**src/rtl/asp_pkg.sv**
```systemverilog
// Shared types and constants for the A* shortest path engine.
// No dependencies; asp_ctrl, asp_dp and the top level use this package by scoped names.
`default_nettype none

package asp_pkg;

    localparam int NODE_W  = 5;
    localparam int VALUE_W = 16;
    localparam int COST_W  = 24;

    localparam logic [VALUE_W-1:0] NO_VALUE = 16'hFFFF;
    localparam logic [COST_W-1:0]  COST_MAX = 24'hFFFFFF;

    localparam logic [1:0] OP_LOAD_EDGE = 2'd0;
    localparam logic [1:0] OP_LOAD_HEUR = 2'd1;
    localparam logic [1:0] OP_SEARCH    = 2'd2;

    typedef enum logic [3:0] {
        ST_CLEAR,
        ST_IDLE,
        ST_LOAD_A,
        ST_LOAD_B,
        ST_START,
        ST_MIN,
        ST_DECIDE,
        ST_EXPAND,
        ST_TRACE,
        ST_TRACE_WAIT,
        ST_OUT_READ,
        ST_OUT_SHOW,
        ST_FAIL
    } t_state;

    typedef struct packed {
        logic cap_in;
        logic clr_wr;
        logic ld_wr_ab;
        logic ld_wr_ba;
        logic srch_init;
        logic scan_init;
        logic scan_min;
        logic scan_exp;
        logic close_best;
        logic bt_init;
        logic bt_push;
        logic bt_follow;
        logic out_read;
        logic show_fail;
    } t_cmd;

    typedef struct packed {
        logic clr_last;
        logic in_range;
        logic scan_done;
        logic have;
        logic best_is_tgt;
        logic node_is_src;
        logic out_last;
    } t_sts;

    function automatic logic [COST_W-1:0] sat_add(input logic [COST_W-1:0] a,
                                                  input logic [VALUE_W-1:0] b);
        logic [COST_W:0] s;
        s = {1'b0, a} + {{(COST_W-VALUE_W+1){1'b0}}, b};
        return s[COST_W] ? COST_MAX : s[COST_W-1:0];
    endfunction

endpackage

`default_nettype wire

```
**src/rtl/asp_ctrl.sv**
```systemverilog
// Sequencer of the A* engine: clear pass, loads, scans, trace and result output.
// Depends on asp_pkg; drives the datapath through t_cmd and reads t_sts.
`default_nettype none

module asp_ctrl (
    input  wire logic          i_clk,
    input  wire logic          i_rst_n,
    input  wire logic          i_in_valid,
    input  wire logic [1:0]    i_in_op,
    input  wire logic          i_out_ready,
    input  wire asp_pkg::t_sts i_sts,
    output logic               o_in_ready,
    output logic               o_out_valid,
    output asp_pkg::t_cmd      o_cmd
);

    asp_pkg::t_state r_state, n_state;

    always_ff @(posedge i_clk) begin
        if (!i_rst_n) begin
            r_state <= asp_pkg::ST_CLEAR;
        end else begin
            r_state <= n_state;
        end
    end

    always_comb begin
        n_state = r_state;
        unique case (r_state)
            asp_pkg::ST_CLEAR: begin
                if (i_sts.clr_last) n_state = asp_pkg::ST_IDLE;
            end
            asp_pkg::ST_IDLE: begin
                if (i_in_valid) begin
                    priority if (i_in_op == asp_pkg::OP_LOAD_EDGE ||
                                 i_in_op == asp_pkg::OP_LOAD_HEUR) begin
                        n_state = asp_pkg::ST_LOAD_A;
                    end else if (i_in_op == asp_pkg::OP_SEARCH) begin
                        n_state = asp_pkg::ST_START;
                    end else begin
                        n_state = asp_pkg::ST_IDLE;
                    end
                end
            end
            asp_pkg::ST_LOAD_A: n_state = asp_pkg::ST_LOAD_B;
            asp_pkg::ST_LOAD_B: n_state = asp_pkg::ST_IDLE;
            asp_pkg::ST_START: begin
                n_state = i_sts.in_range ? asp_pkg::ST_MIN : asp_pkg::ST_FAIL;
            end
            asp_pkg::ST_MIN: begin
                if (i_sts.scan_done) n_state = asp_pkg::ST_DECIDE;
            end
            asp_pkg::ST_DECIDE: begin
                priority if (!i_sts.have) n_state = asp_pkg::ST_FAIL;
                else if (i_sts.best_is_tgt) n_state = asp_pkg::ST_TRACE;
                else n_state = asp_pkg::ST_EXPAND;
            end
            asp_pkg::ST_EXPAND: begin
                if (i_sts.scan_done) n_state = asp_pkg::ST_MIN;
            end
            asp_pkg::ST_TRACE: begin
                n_state = i_sts.node_is_src ? asp_pkg::ST_OUT_READ
                                            : asp_pkg::ST_TRACE_WAIT;
            end
            asp_pkg::ST_TRACE_WAIT: n_state = asp_pkg::ST_TRACE;
            asp_pkg::ST_OUT_READ:   n_state = asp_pkg::ST_OUT_SHOW;
            asp_pkg::ST_OUT_SHOW: begin
                if (i_out_ready) begin
                    n_state = i_sts.out_last ? asp_pkg::ST_IDLE : asp_pkg::ST_OUT_READ;
                end
            end
            asp_pkg::ST_FAIL: begin
                if (i_out_ready) n_state = asp_pkg::ST_IDLE;
            end
            default: n_state = asp_pkg::ST_CLEAR;
        endcase
    end

    always_comb begin
        o_cmd       = '0;
        o_in_ready  = 1'b0;
        o_out_valid = 1'b0;
        unique case (r_state)
            asp_pkg::ST_CLEAR: o_cmd.clr_wr = 1'b1;
            asp_pkg::ST_IDLE: begin
                o_in_ready   = 1'b1;
                o_cmd.cap_in = i_in_valid;
            end
            asp_pkg::ST_LOAD_A: o_cmd.ld_wr_ab = 1'b1;
            asp_pkg::ST_LOAD_B: o_cmd.ld_wr_ba = 1'b1;
            asp_pkg::ST_START:  o_cmd.srch_init = i_sts.in_range;
            asp_pkg::ST_MIN:    o_cmd.scan_min = 1'b1;
            asp_pkg::ST_DECIDE: begin
                o_cmd.scan_init  = 1'b1;
                o_cmd.close_best = i_sts.have;
                o_cmd.bt_init    = i_sts.have && i_sts.best_is_tgt;
            end
            asp_pkg::ST_EXPAND: begin
                o_cmd.scan_exp  = 1'b1;
                o_cmd.scan_init = i_sts.scan_done;
            end
            asp_pkg::ST_TRACE:      o_cmd.bt_push = 1'b1;
            asp_pkg::ST_TRACE_WAIT: o_cmd.bt_follow = 1'b1;
            asp_pkg::ST_OUT_READ:   o_cmd.out_read = 1'b1;
            asp_pkg::ST_OUT_SHOW:   o_out_valid = 1'b1;
            asp_pkg::ST_FAIL: begin
                o_out_valid     = 1'b1;
                o_cmd.show_fail = 1'b1;
            end
            default: o_cmd = '0;
        endcase
    end

endmodule

`default_nettype wire

```
**config.mk**
```make
export PLATFORM = sky130hd
export DESIGN_NAME = asp_ctrl
export DESIGN_NICKNAME = d
export VERILOG_FILES = /design/src/rtl/asp_pkg.sv /design/src/rtl/asp_ctrl.sv
export SDC_FILE = /design/constraint.sdc
export NUM_CORES = 1
export LEC_CHECK = 0
export BUFFER_PORTS_ARGS = -buffer_cell sky130_fd_sc_hd__buf_2
export CORE_AREA = 2 2 39 41
export DETAILED_ROUTE_END_ITERATION = 10
export DIE_AREA = 0 0 41 43
export GPL_TIMING_DRIVEN = 0
export PLACE_DENSITY = 0.9
export SETUP_SLACK_MARGIN = 0.4
export SYNTH_ARGS = -nofsm -noshare
export SYNTH_HDL_FRONTEND = slang
export SYNTH_SLANG_ARGS = --single-unit
```
**constraint.sdc**
```tcl
create_clock -name i_clk -period 4.6 [get_ports i_clk]
set_input_delay 0.92 -clock i_clk [delete_from_list [all_inputs] [get_ports i_clk]]
set_output_delay 0.92 -clock i_clk [all_outputs]
set_load 0.01 [all_outputs]
```
======== Word-level counts from Yosys, hierarchy flattened ========
Cells that the tools add are included.
operators by class
  equal/unequal tests ..................... 20
  muxes and demuxes ....................... 29
  reduce and logical (&&, ||, !) cells .... 6
operators by type and width
  cell                  number
  $pmux W4 S13          1
  $mux W4               10
  $eq A4 B4 Y1 const B  5
  $eq A4 B3 Y1 const B  4
  $mux W1               13
  $ne A2 B2 Y1 const B  6
  $eq A4 B2 Y1 const B  2
  $mux W3               2
  $reduce_and A6 Y1     1
  $eq A4 B1 Y1 const B  1
  $logic_not A4 Y1      1
  $mux W2               2
  $eq A2 B1 Y1 const B  1
  $eq A2 B2 Y1 const B  1
  $logic_not A2 Y1      1
  $pmux W1 S2           1
  $reduce_or A2 Y1      1
  $logic_and A1 B1 Y1   1
  $logic_or A1 B1 Y1    1
word-level totals
  register bits ........................... 4
  bits of input ports ..................... 13

======== Longest topological paths before layout ========
Gate-level depths: netlist (run 1).
  depth in word-level cells ............... 5
  depth in mapped cells ................... 6

======== Least setup slack after synthesis (run 1) ========
OpenSTA, ideal clock, no wires.
  path kind ............................... in2out
  start ................................... in i_sts[3] in the netlist's numbering
  end ..................................... out o_cmd[4] in the netlist's numbering
  arrival time ............................ 1.339 ns
  data required time ...................... 3.680 ns
  setup slack ............................. 2.341 ns
  cell stages on the path ................. 3
  path buffers ............................ 0
  path through ............................ inv_1 -> nor2_1 -> and2_1
RTL lines
  item                line            source
  start: declaration  asp_ctrl.sv:11  input wire asp_pkg::t_sts i_sts,
  end: declaration    asp_ctrl.sv:14  output asp_pkg::t_cmd o_cmd

==> metrics, run 1 <==
outcome complete, no violations; post-synthesis xor/xnor area fraction 0; Rows 14; pwr dens about 280 nW/um^2; Post-Synth Adder-Cell Area 0; via count around 840; Distinct cells, synth 36; Ports 29; Rel. slew slack 0.6886; die height 43 um; switching power approximately 0.0001 W; Final Setup Violations 0; mux contribution to synthesized area 0; Bufs on Longest Clock Path 2; # Post-CTS Setup Buffers 0; sequential-to-total area share from yosys stat 0.1317; Hold Fails Final Rpt 0; largest net degree at the start of global routing 11; placed wire-length estimate around 1400 um; Iteration-0 DRC Markers 39; Warnings, synthesis 0; RD Place Congestion between 0.8 and 0.9; GRT overflow 0; Comb power frac 0.576; port buffer count 28; Highest Clock Rate ~0.37 GHz; initial antenna violation count 0; synthesis-to-layout area growth 30.04%; Switching Share 0.4544; Min Clock Period, post-route about 2.7 ns; final period utilization 0.5953; Largest Register r_state; Total GRT Usage 0.2349; post-route DRC violation count 0; drt pass-1 iters 4; worst vdd ir around 0.00015 V; CP max FO 10; #FFs+latches synth 4; Routed WL about 1900 um; internal power contribution roughly 0.00012 W; post-synth top area cell dfxtp_1; max-slew violation count 0; Antenna Nets Post-Route 0; vias in the first global route a little over 700; type of the worst setup path reg2out; setup TNS 0 ns; total power 0.0002199 W; worst path arrival time approximately 1.8 ns; post-layout util 0.5714; area of the core approximately 1400 um^2; Worst Path Required ~3.7 ns; Clock Skew 0.01318 ns; Mapped Area around 610 um^2; via/cell ratio around 6; ant diodes 0; # nets final ~140; Compound-Gate Fraction of Synth Area 0.3251; Die X 41 um; Avg WL per Cell 13.45 um; RSZ-0062 raised after global routing no; cells after synthesis 93; die area between 1500 and 2000 um^2; nature of the critical path endpoint output port; root buf cell clkbuf_4; max reg flops 4; CTS tree yes; Worst setup SP type flip-flop; first-pass GRT wire length between 2000 and 3000 um; TritonCTS Buffers 3; MaxCap Viol Count 0; Yosys top cell area share 0.1317; syn_nets between 100 and 150; CTS resizes 0; top cells by area, synth dfxtp_1 13%, nor2_1 7.4%, nor3_1 6.6%, nand2b_1 5.1%, a21oi_1 4.9%; Leakage Power around 0.37 nW; layout cells sized above 1 0.3306; CTS H-Tree Depth 1; largest family of logic cells by synthesized area simple AND/OR/NAND/NOR gates; Post-Syn Area per Cell ~6.5 um^2; Synth Area in Simple Gates 0.4609; clock share of power 0.225; total clock sinks 4; worst hold-check path type reg2reg; Clock Latency Late Sink between 0.2 and 0.3 ns; Slew @ Worst Pin 0.4671 ns; sequential share of power 0.199; cts hold-fix bufs 0; starting density of the core 0.4394; Clk pin slew, worst setup/hold paths about 0.05 ns; Top Registers r_state x4
## critical path, stage by stage (launching register included)
cell and delay [ns]:
dfxtp_1 0.44, buf_2 0.25, buf_1 0.40, nand2b_1 0.17, nor2_1 0.15, buf_2 0.14
## cell type report
type                            instances  area, um^2
Timing Repair Buffer                   28       140.1
Sequential cell                         4       80.08
Inverter                                4       15.01
Buffer                                  8       35.03
Fill cell                             149       593.1
Tap cell                               16       20.02
Multi-Input combinational cell         77       478.0
Clock buffer                            3       22.52
## metrics by stage
step                instances  instance area, um^2  hold WS [ns]  setup slack, ns
floorplan                  93                608.1        0.6923            2.341
global placement          137                768.2        0.7775            2.235
detailed placement        137                768.2        0.8047            2.187
CTS                       140                790.8        0.8114            1.914
global route              140                790.8        0.8362            1.745
finish                    140                790.8        0.8240            1.861
## path summary, 6_finish.rpt
kind / to / slack [ns] / start / cells past startpoint
max: o_cmd[9] / 1.86 / r_state[2] / 5
min: r_state[0] / 0.82 / r_state[0] / 3
max reg2reg: r_state[0] / 2.65 / r_state[2] / 5
min reg2reg: r_state[0] / 0.82 / r_state[0] / 3
## cell usage in the layout, fill, tap and decap left out, drive strengths merged, types with 2 or more instances in the layout
cell type / n
a211o: 2
a211oi: 3
a21oi: 6
a31oi: 2
and2: 3
buf: 34
clkbuf: 5
dfxtp: 4
inv: 4
nand2: 8
nand2b: 5
nand3b: 2
nor2: 12
nor2b: 3
nor3: 8
nor4: 2
o21bai: 2
o22ai: 2
or3b: 4
## routing by layer
layer  share of wire  track usage
met2            0.47       0.3750
met4           0.035       0.1267
met5               0            0
met1            0.43       0.2765
met3           0.067      0.04712
## power groups by stage
| stage | combinational (W) | clock, W | sequential [W] |
|---|---|---|---|
| after floorplan | 0.0000901 | 0 | 0.0000430 |
| after global placement | 0.000120 | 0 | 0.0000436 |
| after detailed placement | 0.000124 | 0 | 0.0000441 |
| after CTS | 0.000125 | 0.0000481 | 0.0000435 |
| after global routing | 0.000139 | 0.0000502 | 0.0000442 |
| final | 0.000127 | 0.0000495 | 0.0000437 |
## cell usage after synthesis, drive strengths merged
cell type / number
dfxtp: 4
nor4b: 1
nor2: 12
clkbuf: 2
nand3: 1
a21oi: 6
nand4bb: 1
a41o: 1
o211ai: 1
nor4: 2
nor3: 8
o21bai: 2
a211oi: 3
a211o: 2
nand4: 1
nand2b: 5
a21boi: 1
a31oi: 2
nand3b: 2
nor2b: 3
o21ai: 1
o22ai: 2
o211a: 1
inv: 4
nand2: 8
buf: 6
o32ai: 1
a311oi: 1
a22o: 1
or3b: 4
a32oi: 1
and2: 3
## cell families after synthesis
logic type	after synthesis
and+or+nand+nor	51
DFF	4
AOI/OAI and AO/OA	26
buffers and inverters	12
Power figures use the tool's default switching activity.
==> inputs of run 2 (changes only) <==
--- a/config.mk
+++ b/config.mk
@@ -6,11 +6,11 @@
 export NUM_CORES = 1
 export LEC_CHECK = 0
 export BUFFER_PORTS_ARGS = -buffer_cell sky130_fd_sc_hd__buf_2
-export CORE_AREA = 2 2 39 41
+export CORE_MARGIN = 2
+export CORE_UTILIZATION = 45
 export DETAILED_ROUTE_END_ITERATION = 10
-export DIE_AREA = 0 0 41 43
 export GPL_TIMING_DRIVEN = 0
-export PLACE_DENSITY = 0.9
+export PLACE_DENSITY = 0.89
 export SETUP_SLACK_MARGIN = 0.4
 export SYNTH_ARGS = -nofsm -noshare
 export SYNTH_HDL_FRONTEND = slang
==> constraint.sdc (replaced) <==
create_clock -name i_clk -period 2.8 [get_ports i_clk]
set_input_delay 0.56 -clock i_clk [delete_from_list [all_inputs] [get_ports i_clk]]
set_output_delay 0.56 -clock i_clk [all_outputs]
set_load 0.01 [all_outputs]
==> run 2 against run 1 <==
Effect of this change: via count is 0.48% higher; first-iteration DRC count shrank 5.1%; power rose by 62%; worst hold slack worse by 0.24 ns; critical path type unchanged; largest cell class unchanged.
==> metrics, run 2 (synthesis results as in run 1) <==
most common cell after layout, fill and taps aside buf_2; RD Place Congestion 0.9065 (+1.4%); largest net degree at the start of global routing 11 (unchanged); root buf cell clkbuf_4; Routed WL 1995 um (+5.9%); first-pass GRT wire length 3167 um (+9.1%); Highest Clock Rate between 0.4 and 0.5 GHz; Slew @ Worst Pin 0.4635 ns (-0.003569 ns); most frequent CP cell buf_2; Clock Skew 0.004255 ns (-0.008926 ns); via count 846 (+0.48%); Leakage Power 0.3729 nW (+0.93%); max reg flops 4 (unchanged); initial antenna violation count 0 (unchanged); setup TNS 0 ns (unchanged); Die X 40.76 um (-0.59%); CTS tree yes; Largest Register r_state; Bufs on Longest Clock Path 2 (unchanged); RSZ-0062 raised after global routing no; CP delay by family, top buffers and inverters; max-slew violation count 0 (unchanged); R2R Setup Slk 1.00 ns (-1.65 ns); synthesis-to-layout area growth 30.04% (unchanged); Min Clock Period, post-route 2.278 ns; CTS resizes 0 (unchanged); area of the core 1285 um^2 (-7.1%); type of the worst setup path reg2out; Worst Path Required 2.24 ns (-1.44 ns); TritonCTS Buffers 3 (unchanged); Final Setup Violations 0 (unchanged); CP max FO 10 (unchanged); Top Registers r_state x4; Fill cells 122 (-18%); Worst setup SP type flip-flop; WHS 0.5847 ns (-0.2392 ns); drt pass-1 iters 4 (unchanged); Cell Chain, Critical Path buf_2, buf_1, nand2_1, nor3_1, buf_2; worst path arrival time 1.72 ns (-0.10 ns); final period utilization 0.8135; Avg WL per Cell 14.35 um (+6.7%); # Post-CTS Setup Buffers 0 (unchanged); worst hold-check path type in2reg; nature of the critical path endpoint output port; via/cell ratio 6.086 (+1.2%); vias in the first global route 767 (+6.2%); port buffer count 28 (unchanged); Antenna Nets Post-Route 0 (unchanged); total clock sinks 4 (unchanged); slowest cell on the critical path buf_1; Hold Fails Final Rpt 0 (unchanged); placed wire-length estimate 1474 um (+3.7%); Rel. slew slack 0.6910 (+0.002379); starting density of the core 0.4732 (+0.03380); layout cells sized above 1 0.3387 (+0.008065); Clk pin slew, worst setup/hold paths 0.04 ns (about the same); Clock Latency Late Sink 0.25 ns (about the same); GRT overflow 0 (unchanged); pwr dens 451.6 nW/um^2 (+62%); Ports 29 (unchanged); ant diodes 0 (unchanged); die height 40.76 um (-5.2%); Crit path largest cell delay 0.40 ns (-0.04 ns); die area 1661 um^2 (-5.8%); CTS H-Tree Depth 1 (unchanged); MaxCap Viol Count 0 (unchanged); cts hold-fix bufs 0 (unchanged); outcome complete, no violations; post-route DRC violation count 0 (unchanged); Total GRT Usage 0.2860 (+0.05110); worst vdd ir 0.0002690 V (+79%); Iteration-0 DRC Markers 37 (-5.1%); # nets final 139 (unchanged); Buf/Inv on CP 3 (unchanged); Rows 13 (-1); commonest non-fill, non-tap cells in the layout 32 x buf_2, 12 x nor2_1, 8 x nand2_1, 8 x nor3_1, 6 x a21oi_1
[run 2: cell types whose count changed in the layout (fill, tap and decap cells not counted)]
cell      delta
buf_1        -1
clkbuf_2     +1
[run 2: final timing paths]
kind,from,end,cells after the start
setup / recovery,r_state[1],o_cmd[8],5
hold / removal,i_rst_n,r_state[3],2
setup reg to reg,r_state[1],r_state[0],5
hold reg to reg,r_state[0],r_state[0],3
[run 2: area by class of cell]
class                      instances  area [um^2]  area share
buffer                             8        36.28     0.04589
clock buffer                       3        22.52     0.02848
inverter                           4        15.01     0.01899
multi-input combinational         77        478.0      0.6044
sequential                         4        80.08      0.1013
tap                               15        18.77     0.02373
timing repair buffer              28        140.1      0.1772
[run 2: per-stage QoR]
stage / instance area (um^2) / utilization / power [W] / setup slack, ns / std cells
after floorplan: 608.1 / - / 0.0002187 / 0.9833 / 93
after global placement: 767.0 / 0.5969 / 0.0002729 / 0.8311 / 136
after detailed placement: 767.0 / 0.5969 / 0.0002768 / 0.7726 / 136
after CTS: 789.5 / 0.6144 / 0.0003521 / 0.5227 / 139
after global routing: 790.8 / 0.6154 / 0.0003839 / 0.4099 / 139
final: 790.8 / 0.6154 / 0.0003571 / 0.5221 / 139
[run 2: report_power, final]
| part | total [W] | switching, W | internal (W) |
|---|---|---|---|
| logic | 0.000209 | 0.000126 | 0.0000837 |
| clock network | 0.0000757 | 0.0000275 | 0.0000482 |
| registers | 0.0000720 | 0.00000677 | 0.0000653 |
[run 2: per-layer routing]
metal / GRT usage / up-vias / wire length, um
li1: - / 402 / -
met1: 0.3312 / 373 / 765
met2: 0.4921 / 59 / 994
met3: 0.07609 / 12 / 181
met4: 0.1167 / 0 / 53
met5: 0 / - / 0
